**src/design/bqc_pkg.sv**
```systemverilog
// shared types and constants of the cascaded biquad low-cut / high-cut filter
`default_nettype none

package bqc_pkg;

	// extra fraction bits of the delay state beyond a sample
	localparam int EXTRA_FRAC = 8;

	// configuration port
	localparam int CFG_IDX_BITS = 3;
	localparam int CNT_BITS     = 3;

	localparam logic [CFG_IDX_BITS-1:0] REG_LOW_SECTIONS  = 3'd0;
	localparam logic [CFG_IDX_BITS-1:0] REG_LOW_B0        = 3'd1;
	localparam logic [CFG_IDX_BITS-1:0] REG_LOW_A1        = 3'd2;
	localparam logic [CFG_IDX_BITS-1:0] REG_LOW_A2        = 3'd3;
	localparam logic [CFG_IDX_BITS-1:0] REG_HIGH_SECTIONS = 3'd4;
	localparam logic [CFG_IDX_BITS-1:0] REG_HIGH_B0       = 3'd5;
	localparam logic [CFG_IDX_BITS-1:0] REG_HIGH_A1       = 3'd6;
	localparam logic [CFG_IDX_BITS-1:0] REG_HIGH_A2       = 3'd7;

	// chain select
	localparam logic CHAIN_LOW  = 1'b0;
	localparam logic CHAIN_HIGH = 1'b1;

	// datapath operations
	typedef logic [3:0] op_t;
	localparam op_t OP_NONE     = 4'd0;
	localparam op_t OP_LOAD_X   = 4'd1;
	localparam op_t OP_MUL_B0   = 4'd2;
	localparam op_t OP_ROUND_P  = 4'd3;
	localparam op_t OP_CALC_Y   = 4'd4;
	localparam op_t OP_MUL_A1   = 4'd5;
	localparam op_t OP_CALC_S1  = 4'd6;
	localparam op_t OP_MUL_A2   = 4'd7;
	localparam op_t OP_WRITE    = 4'd8;
	localparam op_t OP_LOAD_OUT = 4'd9;

	typedef struct packed {
		op_t  op;
		logic chain;
	} cmd_t;

	typedef struct packed {
		logic low_empty;
		logic high_empty;
		logic sec_last;
	} stat_t;

endpackage

`default_nettype wire

```
**src/design/bqc_ifs.sv**
```systemverilog
// request channels of the cascaded biquad filter
`default_nettype none

interface bqc_in_if #(
	parameter int SAMPLE_BITS = 24
) ();
	logic                          valid;
	logic                          ready;
	logic signed [SAMPLE_BITS-1:0] sample_in;

	modport source (output valid, output sample_in, input ready);
	modport sink   (input valid, input sample_in, output ready);
endinterface

interface bqc_out_if #(
	parameter int SAMPLE_BITS = 24
) ();
	logic                          valid;
	logic                          ready;
	logic signed [SAMPLE_BITS-1:0] sample_out;

	modport source (output valid, output sample_out, input ready);
	modport sink   (input valid, input sample_out, output ready);
endinterface

`default_nettype wire

```
**src/design/bqc_ctrl.sv**
```systemverilog
// sequencer of the cascaded biquad filter: walks sections and drives handshakes
`default_nettype none

module bqc_ctrl #(
	parameter int MAX_SECTIONS = 4,
	localparam int SW = (MAX_SECTIONS > 1) ? $clog2(MAX_SECTIONS) : 1
) (
	input  wire logic           clk,
	input  wire logic           arst_n,
	input  wire logic           in_valid,
	output logic                in_ready,
	output logic                out_valid,
	input  wire logic           out_ready,
	input  wire bqc_pkg::stat_t status,
	output bqc_pkg::cmd_t       cmd,
	output logic [SW-1:0]       sec
);

	localparam logic [3:0] ST_IDLE = 4'd0;
	localparam logic [3:0] ST_MB   = 4'd1;
	localparam logic [3:0] ST_PB   = 4'd2;
	localparam logic [3:0] ST_Y    = 4'd3;
	localparam logic [3:0] ST_MA1  = 4'd4;
	localparam logic [3:0] ST_S1   = 4'd5;
	localparam logic [3:0] ST_MA2  = 4'd6;
	localparam logic [3:0] ST_WR   = 4'd7;
	localparam logic [3:0] ST_FIN  = 4'd8;

	logic [3:0]    state_q, state_d;
	logic          chain_q, chain_d;
	logic [SW-1:0] sec_q, sec_d;
	logic          out_valid_q, out_valid_d;
	logic          accept;
	logic          load_out;

	assign in_ready  = (state_q == ST_IDLE);
	assign out_valid = out_valid_q;
	assign accept    = in_valid && in_ready;
	assign load_out  = (state_q == ST_FIN) && (!out_valid_q || out_ready);
	assign sec       = sec_q;

	always_comb begin
		state_d     = state_q;
		chain_d     = chain_q;
		sec_d       = sec_q;
		out_valid_d = out_valid_q;
		cmd.chain   = chain_q;
		cmd.op      = bqc_pkg::OP_NONE;
		if (out_valid_q && out_ready) begin
			out_valid_d = 1'b0;
		end
		case (state_q)
			ST_IDLE: begin
				if (accept) begin
					cmd.op = bqc_pkg::OP_LOAD_X;
					sec_d  = '0;
					if (!status.low_empty) begin
						chain_d = bqc_pkg::CHAIN_LOW;
						state_d = ST_MB;
					end else if (!status.high_empty) begin
						chain_d = bqc_pkg::CHAIN_HIGH;
						state_d = ST_MB;
					end else begin
						state_d = ST_FIN;
					end
				end
			end
			ST_MB: begin
				cmd.op  = bqc_pkg::OP_MUL_B0;
				state_d = ST_PB;
			end
			ST_PB: begin
				cmd.op  = bqc_pkg::OP_ROUND_P;
				state_d = ST_Y;
			end
			ST_Y: begin
				cmd.op  = bqc_pkg::OP_CALC_Y;
				state_d = ST_MA1;
			end
			ST_MA1: begin
				cmd.op  = bqc_pkg::OP_MUL_A1;
				state_d = ST_S1;
			end
			ST_S1: begin
				cmd.op  = bqc_pkg::OP_CALC_S1;
				state_d = ST_MA2;
			end
			ST_MA2: begin
				cmd.op  = bqc_pkg::OP_MUL_A2;
				state_d = ST_WR;
			end
			ST_WR: begin
				cmd.op = bqc_pkg::OP_WRITE;
				if (!status.sec_last) begin
					sec_d   = sec_q + SW'(1);
					state_d = ST_MB;
				end else if (chain_q == bqc_pkg::CHAIN_LOW && !status.high_empty) begin
					chain_d = bqc_pkg::CHAIN_HIGH;
					sec_d   = '0;
					state_d = ST_MB;
				end else begin
					state_d = ST_FIN;
				end
			end
			ST_FIN: begin
				if (load_out) begin
					cmd.op      = bqc_pkg::OP_LOAD_OUT;
					out_valid_d = 1'b1;
					state_d     = ST_IDLE;
				end
			end
			default: begin
				state_d = ST_IDLE;
			end
		endcase
	end

	always_ff @(posedge clk or negedge arst_n) begin
		if (!arst_n) begin
			state_q     <= ST_IDLE;
			chain_q     <= bqc_pkg::CHAIN_LOW;
			sec_q       <= '0;
			out_valid_q <= 1'b0;
		end else begin
			state_q     <= state_d;
			chain_q     <= chain_d;
			sec_q       <= sec_d;
			out_valid_q <= out_valid_d;
		end
	end

	// result register is only overwritten once its previous value is gone
	a_load_free: assert property (@(posedge clk) disable iff (!arst_n)
		cmd.op == bqc_pkg::OP_LOAD_OUT |-> (!out_valid_q || out_ready))
		else $error("result loaded over a pending request");

	// an accepted sample goes straight into a section or to the result stage
	a_accept_next: assert property (@(posedge clk) disable iff (!arst_n)
		accept |=> (state_q == ST_MB || state_q == ST_FIN))
		else $error("bad state after accepting a sample");

	// a chain switch always starts at the first section
	a_chain_start: assert property (@(posedge clk) disable iff (!arst_n)
		(state_q == ST_MB && chain_q != $past(chain_q)) |-> sec_q == '0)
		else $error("high-cut chain entered past its first section");

	// a section runs its full sequence once started
	a_seq: assert property (@(posedge clk) disable iff (!arst_n)
		state_q == ST_MB |=> ##5 state_q == ST_WR)
		else $error("section sequence broken");

endmodule

`default_nettype wire

```
**src/design/bqc_dp.sv**
```systemverilog
// datapath of the cascaded biquad filter: coefficients, shared multiplier, delay memory
`default_nettype none

module bqc_dp #(
	parameter int MAX_SECTIONS = 4,
	parameter int SAMPLE_BITS  = 24,
	parameter int COEF_BITS    = 32,
	localparam int SW = (MAX_SECTIONS > 1) ? $clog2(MAX_SECTIONS) : 1
) (
	input  wire logic                                  clk,
	input  wire logic                                  arst_n,
	input  wire logic                                  cfg_we,
	input  wire logic [bqc_pkg::CFG_IDX_BITS-1:0]      cfg_index,
	input  wire logic [COEF_BITS-1:0]                  cfg_data,
	input  wire bqc_pkg::cmd_t                         cmd,
	input  wire logic [SW-1:0]                         sec,
	input  wire logic signed [SAMPLE_BITS-1:0]         sample_in,
	output bqc_pkg::stat_t                             status,
	output logic signed [SAMPLE_BITS-1:0]              sample_out
);

	localparam int DW = SAMPLE_BITS + 16;                       // delay width
	localparam int MW = COEF_BITS + SAMPLE_BITS;                // product width
	localparam int SH = COEF_BITS - 2 - bqc_pkg::EXTRA_FRAC;    // product shift
	localparam int PW = MW + 1 - SH;                            // rounded product
	localparam int AW = DW + 2;                                 // accumulate width
	localparam int FR = bqc_pkg::EXTRA_FRAC;
	localparam int CW = bqc_pkg::CNT_BITS + 1;

	localparam logic [MW:0]          PR_HALF = {{MW{1'b0}}, 1'b1} << (SH - 1);
	localparam logic signed [AW-1:0] Y_HALF  = {{(AW-1){1'b0}}, 1'b1} << (FR - 1);
	localparam logic [CW-1:0]        MAX_CNT = CW'(MAX_SECTIONS);

	// configuration registers, one set per chain
	logic [bqc_pkg::CNT_BITS-1:0] cnt_q [2];
	logic signed [COEF_BITS-1:0]  b0_q  [2];
	logic signed [COEF_BITS-1:0]  a1_q  [2];
	logic signed [COEF_BITS-1:0]  a2_q  [2];

	// working registers
	logic signed [SAMPLE_BITS-1:0] x_q, y_q, out_q;
	logic signed [MW-1:0]          prod_q;
	logic signed [PW-1:0]          p_q;
	logic signed [DW-1:0]          s1n_q;
	logic [2*DW-1:0]               rd_q;
	logic                          rd_vld_q;

	// delay memory, one row {s1, s2} per section
	logic [2*DW-1:0] mem_q [2][MAX_SECTIONS];
	logic            vld_q [2][MAX_SECTIONS];

	logic                          ch;
	logic signed [COEF_BITS-1:0]   coef_sel;
	logic signed [SAMPLE_BITS-1:0] mul_x;
	logic signed [MW-1:0]          mul_res;
	logic [MW:0]                   pr_sum;
	logic signed [PW-1:0]          pr_rnd;
	logic signed [DW-1:0]          s1_cur, s2_cur;
	logic signed [AW-1:0]          y_sum, tp, s1_sum, s2_sum;
	logic [AW-FR-SAMPLE_BITS:0]    y_hi;
	logic [AW-DW:0]                s1_hi, s2_hi;
	logic signed [SAMPLE_BITS-1:0] y_sat;
	logic signed [DW-1:0]          s1_sat, s2_sat;
	logic [CW-1:0]                 eff_cnt [2];

	assign ch = cmd.chain;

	// status toward the sequencer
	always_comb begin
		for (int c = 0; c < 2; c++) begin
			eff_cnt[c] = ({1'b0, cnt_q[c]} > MAX_CNT) ? MAX_CNT : {1'b0, cnt_q[c]};
		end
		status.low_empty  = (cnt_q[bqc_pkg::CHAIN_LOW] == '0);
		status.high_empty = (cnt_q[bqc_pkg::CHAIN_HIGH] == '0);
		status.sec_last   = ((CW'(sec) + CW'(1)) == eff_cnt[ch]);
	end

	// shared multiplier operands
	always_comb begin
		case (cmd.op)
			bqc_pkg::OP_MUL_A1: coef_sel = a1_q[ch];
			bqc_pkg::OP_MUL_A2: coef_sel = a2_q[ch];
			default:            coef_sel = b0_q[ch];
		endcase
		mul_x = (cmd.op == bqc_pkg::OP_MUL_B0) ? x_q : y_q;
	end
	assign mul_res = coef_sel * mul_x;

	// round half up of the product
	assign pr_sum = {prod_q[MW-1], prod_q} + PR_HALF;
	assign pr_rnd = $signed(pr_sum[MW:SH]);

	// unwritten rows read as zero
	assign s1_cur = rd_vld_q ? $signed(rd_q[2*DW-1:DW]) : '0;
	assign s2_cur = rd_vld_q ? $signed(rd_q[DW-1:0]) : '0;

	// section output
	assign y_sum = AW'(p_q) + AW'(s1_cur) + Y_HALF;
	assign y_hi  = y_sum[AW-1:FR+SAMPLE_BITS-1];
	assign y_sat = (&y_hi || !(|y_hi)) ? $signed(y_sum[FR+SAMPLE_BITS-1:FR])
		: $signed({y_sum[AW-1], {(SAMPLE_BITS-1){~y_sum[AW-1]}}});

	// next delay values
	assign tp     = AW'(p_q) <<< 1;
	assign s1_sum = ((ch == bqc_pkg::CHAIN_LOW) ? -tp : tp) - AW'(pr_rnd) + AW'(s2_cur);
	assign s1_hi  = s1_sum[AW-1:DW-1];
	assign s1_sat = (&s1_hi || !(|s1_hi)) ? $signed(s1_sum[DW-1:0])
		: $signed({s1_sum[AW-1], {(DW-1){~s1_sum[AW-1]}}});
	assign s2_sum = AW'(p_q) - AW'(pr_rnd);
	assign s2_hi  = s2_sum[AW-1:DW-1];
	assign s2_sat = (&s2_hi || !(|s2_hi)) ? $signed(s2_sum[DW-1:0])
		: $signed({s2_sum[AW-1], {(DW-1){~s2_sum[AW-1]}}});

	// configuration writes
	always_ff @(posedge clk or negedge arst_n) begin
		if (!arst_n) begin
			for (int c = 0; c < 2; c++) begin
				cnt_q[c] <= '0;
				b0_q[c]  <= '0;
				a1_q[c]  <= '0;
				a2_q[c]  <= '0;
			end
		end else if (cfg_we) begin
			case (cfg_index)
				bqc_pkg::REG_LOW_SECTIONS:  cnt_q[bqc_pkg::CHAIN_LOW]  <= cfg_data[bqc_pkg::CNT_BITS-1:0];
				bqc_pkg::REG_LOW_B0:        b0_q[bqc_pkg::CHAIN_LOW]   <= cfg_data;
				bqc_pkg::REG_LOW_A1:        a1_q[bqc_pkg::CHAIN_LOW]   <= cfg_data;
				bqc_pkg::REG_LOW_A2:        a2_q[bqc_pkg::CHAIN_LOW]   <= cfg_data;
				bqc_pkg::REG_HIGH_SECTIONS: cnt_q[bqc_pkg::CHAIN_HIGH] <= cfg_data[bqc_pkg::CNT_BITS-1:0];
				bqc_pkg::REG_HIGH_B0:       b0_q[bqc_pkg::CHAIN_HIGH]  <= cfg_data;
				bqc_pkg::REG_HIGH_A1:       a1_q[bqc_pkg::CHAIN_HIGH]  <= cfg_data;
				bqc_pkg::REG_HIGH_A2:       a2_q[bqc_pkg::CHAIN_HIGH]  <= cfg_data;
				default: begin
				end
			endcase
		end
	end

	// row valid bits
	always_ff @(posedge clk or negedge arst_n) begin
		if (!arst_n) begin
			for (int c = 0; c < 2; c++) begin
				for (int k = 0; k < MAX_SECTIONS; k++) begin
					vld_q[c][k] <= 1'b0;
				end
			end
		end else if (cmd.op == bqc_pkg::OP_WRITE) begin
			vld_q[ch][sec] <= 1'b1;
		end
	end

	// delay memory: registered read at section start, write at section end
	always_ff @(posedge clk) begin
		if (cmd.op == bqc_pkg::OP_MUL_B0) begin
			rd_q     <= mem_q[ch][sec];
			rd_vld_q <= vld_q[ch][sec];
		end
		if (cmd.op == bqc_pkg::OP_WRITE) begin
			mem_q[ch][sec] <= {s1n_q, s2_sat};
		end
	end

	// arithmetic steps
	always_ff @(posedge clk) begin
		case (cmd.op)
			bqc_pkg::OP_LOAD_X:   x_q    <= sample_in;
			bqc_pkg::OP_MUL_B0:   prod_q <= mul_res;
			bqc_pkg::OP_ROUND_P:  p_q    <= pr_rnd;
			bqc_pkg::OP_CALC_Y:   y_q    <= y_sat;
			bqc_pkg::OP_MUL_A1:   prod_q <= mul_res;
			bqc_pkg::OP_CALC_S1:  s1n_q  <= s1_sat;
			bqc_pkg::OP_MUL_A2:   prod_q <= mul_res;
			bqc_pkg::OP_WRITE:    x_q    <= y_q;
			bqc_pkg::OP_LOAD_OUT: out_q  <= x_q;
			default: begin
			end
		endcase
	end

	assign sample_out = out_q;

endmodule

`default_nettype wire

```
**src/design/biquad_low_high_cut_cascade.sv**
```systemverilog
// top level of the cascaded low-cut / high-cut biquad filter
`default_nettype none

// Audio filter: each request on the sample channel passes through a low-cut chain and then a
// high-cut chain of transposed direct form II biquads (0 to MAX_SECTIONS sections each, a
// count of zero bypasses the chain); every section keeps its own two delay values across
// samples and rounds and saturates its output to SAMPLE_BITS. Coefficients are Q2.30 b0, a1,
// a2 per chain with b2 = b0 and b1 = -2*b0 (low cut) or +2*b0 (high cut), written through the
// plain register port; the user must write them only while the block is idle, which the block
// itself does not enforce. The single shared multiplier forms b0*x, a1*y and a2*y of each
// section in turn, and the one-port delay memory is read at section start and written at
// section end. A new sample is taken while the previous result still waits in the output
// register.
module biquad_low_high_cut_cascade #(
	parameter int MAX_SECTIONS = 4,
	parameter int SAMPLE_BITS  = 24,
	parameter int COEF_BITS    = 32
) (
	input  wire logic                             clk,
	input  wire logic                             arst_n,
	bqc_in_if.sink                                samples,
	bqc_out_if.source                             filtered,
	input  wire logic                             cfg_we,
	input  wire logic [bqc_pkg::CFG_IDX_BITS-1:0] cfg_index,
	input  wire logic [COEF_BITS-1:0]             cfg_data
);

	localparam int SW = (MAX_SECTIONS > 1) ? $clog2(MAX_SECTIONS) : 1;

	// command and status between sequencer and datapath
	bqc_pkg::cmd_t  cmd;
	bqc_pkg::stat_t status;
	logic [SW-1:0]  sec;

	// sequencer: accepts a request, walks low-cut then high-cut sections, loads the result
	bqc_ctrl #(
		.MAX_SECTIONS(MAX_SECTIONS)
	) u_ctrl (
		.clk      (clk),
		.arst_n   (arst_n),
		.in_valid (samples.valid),
		.in_ready (samples.ready),
		.out_valid(filtered.valid),
		.out_ready(filtered.ready),
		.status   (status),
		.cmd      (cmd),
		.sec      (sec)
	);

	// datapath: coefficient registers, shared multiplier, per-section delay memory
	bqc_dp #(
		.MAX_SECTIONS(MAX_SECTIONS),
		.SAMPLE_BITS (SAMPLE_BITS),
		.COEF_BITS   (COEF_BITS)
	) u_dp (
		.clk       (clk),
		.arst_n    (arst_n),
		.cfg_we    (cfg_we),
		.cfg_index (cfg_index),
		.cfg_data  (cfg_data),
		.cmd       (cmd),
		.sec       (sec),
		.sample_in (samples.sample_in),
		.status    (status),
		.sample_out(filtered.sample_out)
	);

endmodule

`default_nettype wire
```
**src/flat_wrapper.sv**
```systemverilog
// flat-port wrapper written by rule: the top's interface ports become plain ports
module biquad_low_high_cut_cascade_flat 
#(
	parameter int MAX_SECTIONS = 4,
	parameter int SAMPLE_BITS  = 24,
	parameter int COEF_BITS    = 32
)
  (clk, arst_n, cfg_we, cfg_index, cfg_data, samples_valid, samples_sample_in, samples_ready, filtered_valid, filtered_sample_out, filtered_ready);
  bqc_in_if #(.SAMPLE_BITS(SAMPLE_BITS)) samples_i ();
  bqc_out_if #(.SAMPLE_BITS(SAMPLE_BITS)) filtered_i ();
  input  wire logic clk;
  input  wire logic arst_n;
  input  wire logic cfg_we;
  input  wire logic [bqc_pkg::CFG_IDX_BITS-1:0] cfg_index;
  input  wire logic [COEF_BITS-1:0] cfg_data;
  input wire logic [$bits(samples_i.valid)-1:0] samples_valid;
  input wire logic [$bits(samples_i.sample_in)-1:0] samples_sample_in;
  output wire logic [$bits(samples_i.ready)-1:0] samples_ready;
  output wire logic [$bits(filtered_i.valid)-1:0] filtered_valid;
  output wire logic [$bits(filtered_i.sample_out)-1:0] filtered_sample_out;
  input wire logic [$bits(filtered_i.ready)-1:0] filtered_ready;
  assign samples_i.valid = samples_valid;
  assign samples_i.sample_in = samples_sample_in;
  assign samples_ready = samples_i.ready;
  assign filtered_valid = filtered_i.valid;
  assign filtered_sample_out = filtered_i.sample_out;
  assign filtered_i.ready = filtered_ready;
  biquad_low_high_cut_cascade #(.MAX_SECTIONS(MAX_SECTIONS), .SAMPLE_BITS(SAMPLE_BITS), .COEF_BITS(COEF_BITS)) u_core (.clk(clk), .arst_n(arst_n), .samples(samples_i), .filtered(filtered_i), .cfg_we(cfg_we), .cfg_index(cfg_index), .cfg_data(cfg_data));
endmodule
```
**config.mk**
```make
export PLATFORM = sky130hd
export DESIGN_NAME = biquad_low_high_cut_cascade_flat
export DESIGN_NICKNAME = d
export VERILOG_FILES = /design/src/design/bqc_pkg.sv /design/src/design/bqc_ifs.sv /design/src/design/bqc_ctrl.sv /design/src/design/bqc_dp.sv /design/src/design/biquad_low_high_cut_cascade.sv /design/src/flat_wrapper.sv
export SDC_FILE = /design/constraint.sdc
export NUM_CORES = 2
export LEC_CHECK = 0
export BUFFER_PORTS_ARGS = -buffer_cell sky130_fd_sc_hd__buf_2
export CORE_MARGIN = 2
export CORE_UTILIZATION = 50
export CTS_CLUSTER_DIAMETER = 50
export DETAILED_ROUTE_END_ITERATION = 10
export HOLD_SLACK_MARGIN = 0.05
export PLACE_DENSITY = 0.66
export RECOVER_POWER = 25
export SETUP_SLACK_MARGIN = 0.15
export SLEW_MARGIN = 20
export SYNTH_ARGS = -nofsm -noshare
export SYNTH_HDL_FRONTEND = slang
export SYNTH_SLANG_ARGS = --single-unit
```
**constraint.sdc**
```tcl
create_clock -name clk -period 13.71 [get_ports clk]
set_input_delay 3.4275 -clock clk [delete_from_list [all_inputs] [get_ports clk]]
set_output_delay 3.4275 -clock clk [all_outputs]
set_load 0.05 [all_outputs]
```
Yosys cells after proc, flatten, opt, wreduce, memory -nomap -nowiden
Memories as Yosys holds them, arrays and structs flattened. Index checks and enable logic that the tools add are counted.

Flip-flop bits (word level): 498. RAM bits: 640. Input bits: 64. Output and inout port bits: 26. Logic and storage cells: 185. Memories kept: 1.

$add $sub $neg: 9. $mul: 1. $lt $le $gt $ge: 6. Equality and inequality tests: 31. Mux-type cells: 63. Bitwise gates (word level): 7. Reduce and logical (&&, ||, !) cells: 39.

Memory list: u_core.u_dp.mem_q (depth 2, bits a word 320, rd ports 1, clocked after Yosys merged registers in 0, write ports 1, RTL line bqc_dp.sv:49) `logic [2*DW-1:0] mem_q [2][MAX_SECTIONS];`.

Operators by type and width (count): 2-to-1 mux 320 bit (1); 2-to-1 mux 32 bit (9); 2-to-1 mux 80 bit (3); binary-select mux 80 bit (select 2 bit) (1); demux 80 bit (select 2 bit) (1); 2-to-1 mux 40 bit (3); one-hot mux 4 bit (9 select lines) (2); one-hot mux 32 bit (2 select lines) (1); adder 56 x 23 -> 57 bit (second input constant) (1); multiplier 32 x 24 -> 56 bit (1); 2-to-1 mux 4 bit (13); 2-to-1 mux 24 bit (2); one-hot mux 24 bit (2 select lines) (1); adder 41 x 9 -> 42 bit (second input constant) (1); adder 42 x 40 -> 42 bit (1); 2-to-1 mux 42 bit (1); negator 36 -> 42 bit (1); subtractor 42 x 35 -> 42 bit (1); adder 35 x 40 -> 41 bit (1); 2-to-1 mux 39 bit (1); subtractor 35 x 35 -> 36 bit (1); == test 4 x 3 -> 1 bit (second input constant) (8); AND reduction 2 bit (9); == test 4 x 2 -> 1 bit (second input constant) (4); other kinds (39) (88).

Longest topological paths before layout
Word-level depth: 8. Mapped depth: 36.

Modules after synthesis
From an unflattened synthesis, not the netlist that was laid out.

Cells, all modules: 6314. Area total of the unflattened synthesis: 76399.5 µm².

Modules (own cells, without submodules): bqc_dp (instances 1, cells an instance 6259, area an instance 75905.3 µm², sequential area each 31189.9 µm²); bqc_ctrl (instances 1, cells an instance 55, area an instance 494.2 µm², sequential area each 200.2 µm²).

Least setup slack after synthesis
No wires, ideal clock.

Path type: register to register. Start point: reg u_core.u_ctrl.state_q[1]. End point: reg u_core.u_dp.prod_q[53] (data pin). Arrival: 10.458 ns. Setup slack: 2.990 ns. Cell stages (with the launch flop): 27. Period minus slack after synthesis: 10.720 ns. Path through: dfrtp_1 > buf_2 > nor4b_4 > clkbuf_1 > buf_1 > buf_1 > mux2i_1 > nor2_1 > fa_1 > fa_1 > fa_1 > fa_1 > fa_1 > fa_1 > inv_1 > fa_1 > inv_1 > ha_1 > a21o_1 > a21o_1 > a21oi_1 > and3_1 > o211ai_1 > a41oi_1 > o311a_1 > o21bai_1 > xor2_1.

Cells in the longest elaborated chain, start to end: 7. Elaborated cells on any way between the ends: 20. Classes of those cells: 1 x mul; 11 x eq/ne; 5 x mux; 3 x reduce/logical.

RTL lines: start: declaration (RTL line bqc_ctrl.sv:29) `logic [3:0] state_q, state_d;`; start signal: assignment (RTL line bqc_ctrl.sv:125) `state_q <= state_d;`; == test 4 bit / zero test 4 bit (equally long branches) (RTL line bqc_ctrl.sv:39, bqc_ctrl.sv:52, bqc_ctrl.sv:36); logical AND 1 bit (on tied branches) (RTL line bqc_ctrl.sv:39, bqc_ctrl.sv:38); 2-to-1 mux 4 bit / 2-to-1 mux 1 bit (equally long branches) (RTL line bqc_ctrl.sv:106, bqc_ctrl.sv:54); one-hot mux 4 bit (9 select lines) (*) (RTL line bqc_ctrl.sv:52) `case (state_q)`; == test 4 x 3 -> 1 bit / == test 4 x 2 -> 1 bit (equally long branches) (RTL line bqc_dp.sv:80, bqc_dp.sv:85); one-hot mux 32 bit (2 select lines) / 2-to-1 mux 24 bit (equally long branches) (RTL line bqc_dp.sv:80, bqc_dp.sv:85); multiplier 32 x 24 -> 56 bit (*) (RTL line bqc_dp.sv:87) `assign mul_res = coef_sel * mul_x;`; via u_core.u_dp.mul_res[53] (RTL line bqc_dp.sv:55) `logic signed [MW-1:0] mul_res;`; end signal: assignment (RTL line bqc_dp.sv:167) `bqc_pkg::OP_MUL_B0: prod_q <= mul_res;`; end signal: assignment (RTL line bqc_dp.sv:170) `bqc_pkg::OP_MUL_A1: prod_q <= mul_res;`; end signal: assignment (RTL line bqc_dp.sv:172) `bqc_pkg::OP_MUL_A2: prod_q <= mul_res;`; end: declaration (RTL line bqc_dp.sv:42) `logic signed [MW-1:0] prod_q;`.

Mark *: on every way through the listed nets, which the timed path passes. The rest lies on a longest branch. A chain may end at the register's enable or synchronous reset.

Worst setup path after layout
Start point: reg u_core.u_ctrl.state_q[0]. End point: reg u_core.u_dp.prod_q[49] (data pin).

The elaborated chain is that of the path after synthesis.

==> summary.txt <==
Std cell rows: 143
Max Cap Viol: 7
Failing checks: capacitance limit, slew limit
Fin util: 55.1%
CTS Buf Count: 118
First-pass GRT wire length: 322000 µm
Die area: 0.157 mm²
Multi-input gate area: 0.0411 mm²
Outcome: finished, violations left
Fmax: 0.0883 GHz
Final RePlAce weighted congestion: 0.945
CP dominant cell by count: fa_1
Final setup vio count: 0
Synth warnings: 0
Tightest Pin Transition: 3.63 ns
Slowest cell on crit path: or2_0
Core area: 0.152 mm²
CP bufs+invs: 5
Clock Skew: 0.0866 ns
Die Wd: 396 µm
IO Pins: 90
Classification of the worst setup path: register to register
Initial antenna violation count: 4
RSZ-0062 raised after global routing: false
Worst-case clock buffer depth: 3
CTS tree: done
Die height: 396 µm
Worst skew pair latency: 0.78 ns
GRT overflow: 0
Htree depth: 3
Delay-heaviest family, CP: adder cells
CP Max Fanout: 18
Layout cells sized above 1: 13.0%
Initial drt markers: 4186
FF/Latch Area: 0.0314 mm²
Mapped Cells: 6440
Sequential-to-total area share from yosys stat: 40.8%
Number of gates resized after cts: 0
Critical Path RT: 14.16 ns
Layout filler cell count: 12.8k
Antenna viol nets, final: 0
Relative slew slack: -142%
Worst Hold Class: register to register
Routed length per instance: 24.3 µm
Vias in the first global route: 51.4k
Clock slew seen by the registers of the worst setup and hold paths: 0.06 ns
Ys async rst share: 19.8%
Post-route DRC: 0
PortBufs: 89
Area growth syn-to-layout: 9.05%
Via count: 49.5k
Slowest stage delay, CP: 1.46 ns
Crit path arrival time: 11.78 ns
Final wirelength: 209000 µm
Library cells used by synthesis: 86
Critical Path Sink Type: register
DRT Pass-1 Iters: 5
Startpoint types: register
Tmin final: 11.33 ns
Fin Setup TNS: 0 ns
Syn Area/Cell: 11.9 µm²
GRT Overall Usage: 27.2%
Flops & latches, synth: 1081
Primary FF master, synth: edfxtp_1
Clock Sinks: 1081
Synthesized area: 0.0769 mm²
Final hold violations: 0
Via density: 5.76
Crit share post-route: 82.6%
Starting Density: 50.5%
Hold-fix buffers, CTS: 0
Clock root cell: clkbuf_16
HPWL Detailed: 151000 µm
Max-slew violation count: 227
Syn_nets: 7635
# Post-CTS Setup Buffers: 0
Pin count of the biggest net entering global routing: 132
Nets: 7658
EDFF count, synth: 867
==> cell usage after synthesis, types with 8 or more instances <==
library cell / number / share of area [%]
o21bai_1: 21 / 0.21
buf_1: 33 / 0.16
fa_1: 824 / 21
and3_1: 31 / 0.25
nand2_1: 852 / 4.2
ha_1: 307 / 5.0
a211o_1: 8 / 0.091
nor2_1: 493 / 2.4
clkbuf_1: 235 / 1.1
mux4_2: 184 / 5.4
inv_1: 936 / 4.6
o21ai_0: 133 / 0.87
a31oi_1: 21 / 0.17
nor2b_1: 19 / 0.15
or3_1: 12 / 0.098
or2_2: 23 / 0.19
nor3_1: 44 / 0.29
nand2b_1: 24 / 0.20
nand3_1: 47 / 0.31
a211oi_1: 16 / 0.16
nor4_1: 10 / 0.081
xor2_1: 70 / 0.80
mux2_2: 220 / 3.2
o21a_1: 52 / 0.51
a21oi_1: 168 / 1.1
a221oi_1: 29 / 0.33
edfxtp_1: 867 / 34
and2_1: 60 / 0.49
nand4_1: 32 / 0.26
mux2i_1: 56 / 0.73
and4_1: 33 / 0.38
o31ai_1: 8 / 0.078
nor3b_1: 10 / 0.098
a21boi_0: 8 / 0.078
xnor2_1: 136 / 1.5
a21o_1: 81 / 0.79
buf_2: 9 / 0.059
dfrtp_1: 214 / 7.0
==> per-layer routing <==
layer,part of all wire (%),track usage [%],up-vias,wire [µm]
met5,0.0067,0,-,14
met4,3.9,9.66,2,8240
met3,6.9,4.14,402,14300
met2,48,44.0,1809,99900
met1,41,37.6,25700,86500
li1,-,-,21600,-
==> final timing paths <==
check | from | to | slack, ns | depth (start not counted)
max | u_core.u_ctrl.state_q[0]$_DFFE_PN0P_ | u_core.u_dp.prod_q[49]$_DFFE_PP_ | 2.38 | 28
min | u_core.u_dp.vld_q[6]$_DFFE_PN0P_ | u_core.u_dp.vld_q[6]$_DFFE_PN0P_ | 0.47 | 1
max reg2reg | u_core.u_ctrl.state_q[0]$_DFFE_PN0P_ | u_core.u_dp.prod_q[49]$_DFFE_PP_ | 2.38 | 28
min reg2reg | u_core.u_dp.vld_q[6]$_DFFE_PN0P_ | u_core.u_dp.vld_q[6]$_DFFE_PN0P_ | 0.47 | 1
max in group asynchronous | arst_n | u_core.u_dp.b0_q[26]$_DFFE_PN0P_ | 9.48 | 2
min in group asynchronous | arst_n | u_core.u_dp.a1_q[44]$_DFFE_PN0P_ | 2.79 | 1
==> cells by family after synthesis <==
logic type | synth area share [%]
DFF | 40.8
buffers and inverters | 6.00
adders and majority gates | 26.5
xor gates and xnor gates | 2.37
and+or+nand+nor | 9.63
muxes | 9.34
AOI/OAI and AO/OA | 5.37
==> placed cells by master, fill, tap and decap left out, types with 54 or more instances in the layout <==
cell type	synthesis	layout
a21o_1	81	81
a21oi_1	168	167
and2_1	60	54
buf_2	9	88
buf_4	4	86
clkbuf_16	0	119
dfrtp_1	214	211
edfxtp_1	867	867
fa_1	824	824
ha_1	307	307
inv_1	936	936
mux2_2	220	220
mux4_2	184	184
nand2_1	852	852
nor2_1	493	492
o21ai_0	133	123
xnor2_1	136	136
xor2_1	70	70
==> layout make-up <==
class | instances | area share, %
multi-input combinational | 4138 | 49.0
timing repair buffer | 186 | 1.46
clock inverter | 81 | 1.20
antenna | 2 | 0.00597
sequential | 1081 | 37.5
tap | 2030 | 3.03
inverter | 938 | 4.20
clock buffer | 142 | 3.68
==> flip-flops by register name (all words and copies together) (netlist names) <==
name	cells
u_core.u_dp.mem_q	608
u_core.u_dp.rd_q	76
u_core.u_dp.a1_q	64
u_core.u_dp.a2_q	64
u_core.u_dp.b0_q	64
u_core.u_dp.s1n_q	40
u_core.u_dp.p_q	35
u_core.u_dp.prod_q	35
u_core.u_dp.sample_out	24
u_core.u_dp.x_q	24
u_core.u_dp.y_q	24
u_core.u_dp.vld_q	8
u_core.u_dp.cnt_q	6
u_core.u_ctrl.state_q	4
u_core.u_ctrl.sec	2
u_core.u_ctrl.chain_q	1
u_core.u_ctrl.out_valid	1
u_core.u_dp.rd_vld_q	1
==> metrics by stage <==
stage | worst slack [ns] | cell area [µm²] | hold slack (ns) | std cells
after global routing | 1.93 | 83800 | 0.482 | 8596
after CTS | 3.72 | 83900 | 0.469 | 8596
after detailed placement | 3.79 | 79800 | 0.429 | 8373
final | 2.38 | 83800 | 0.466 | 8598
after global placement | 3.77 | 79800 | 0.427 | 8373
after floorplan | 2.99 | 76900 | 0.420 | 6440
Power is left out: the tool's default activity adds up to more than one toggle a clock period on the data nets, which glitch-free logic cannot reach.
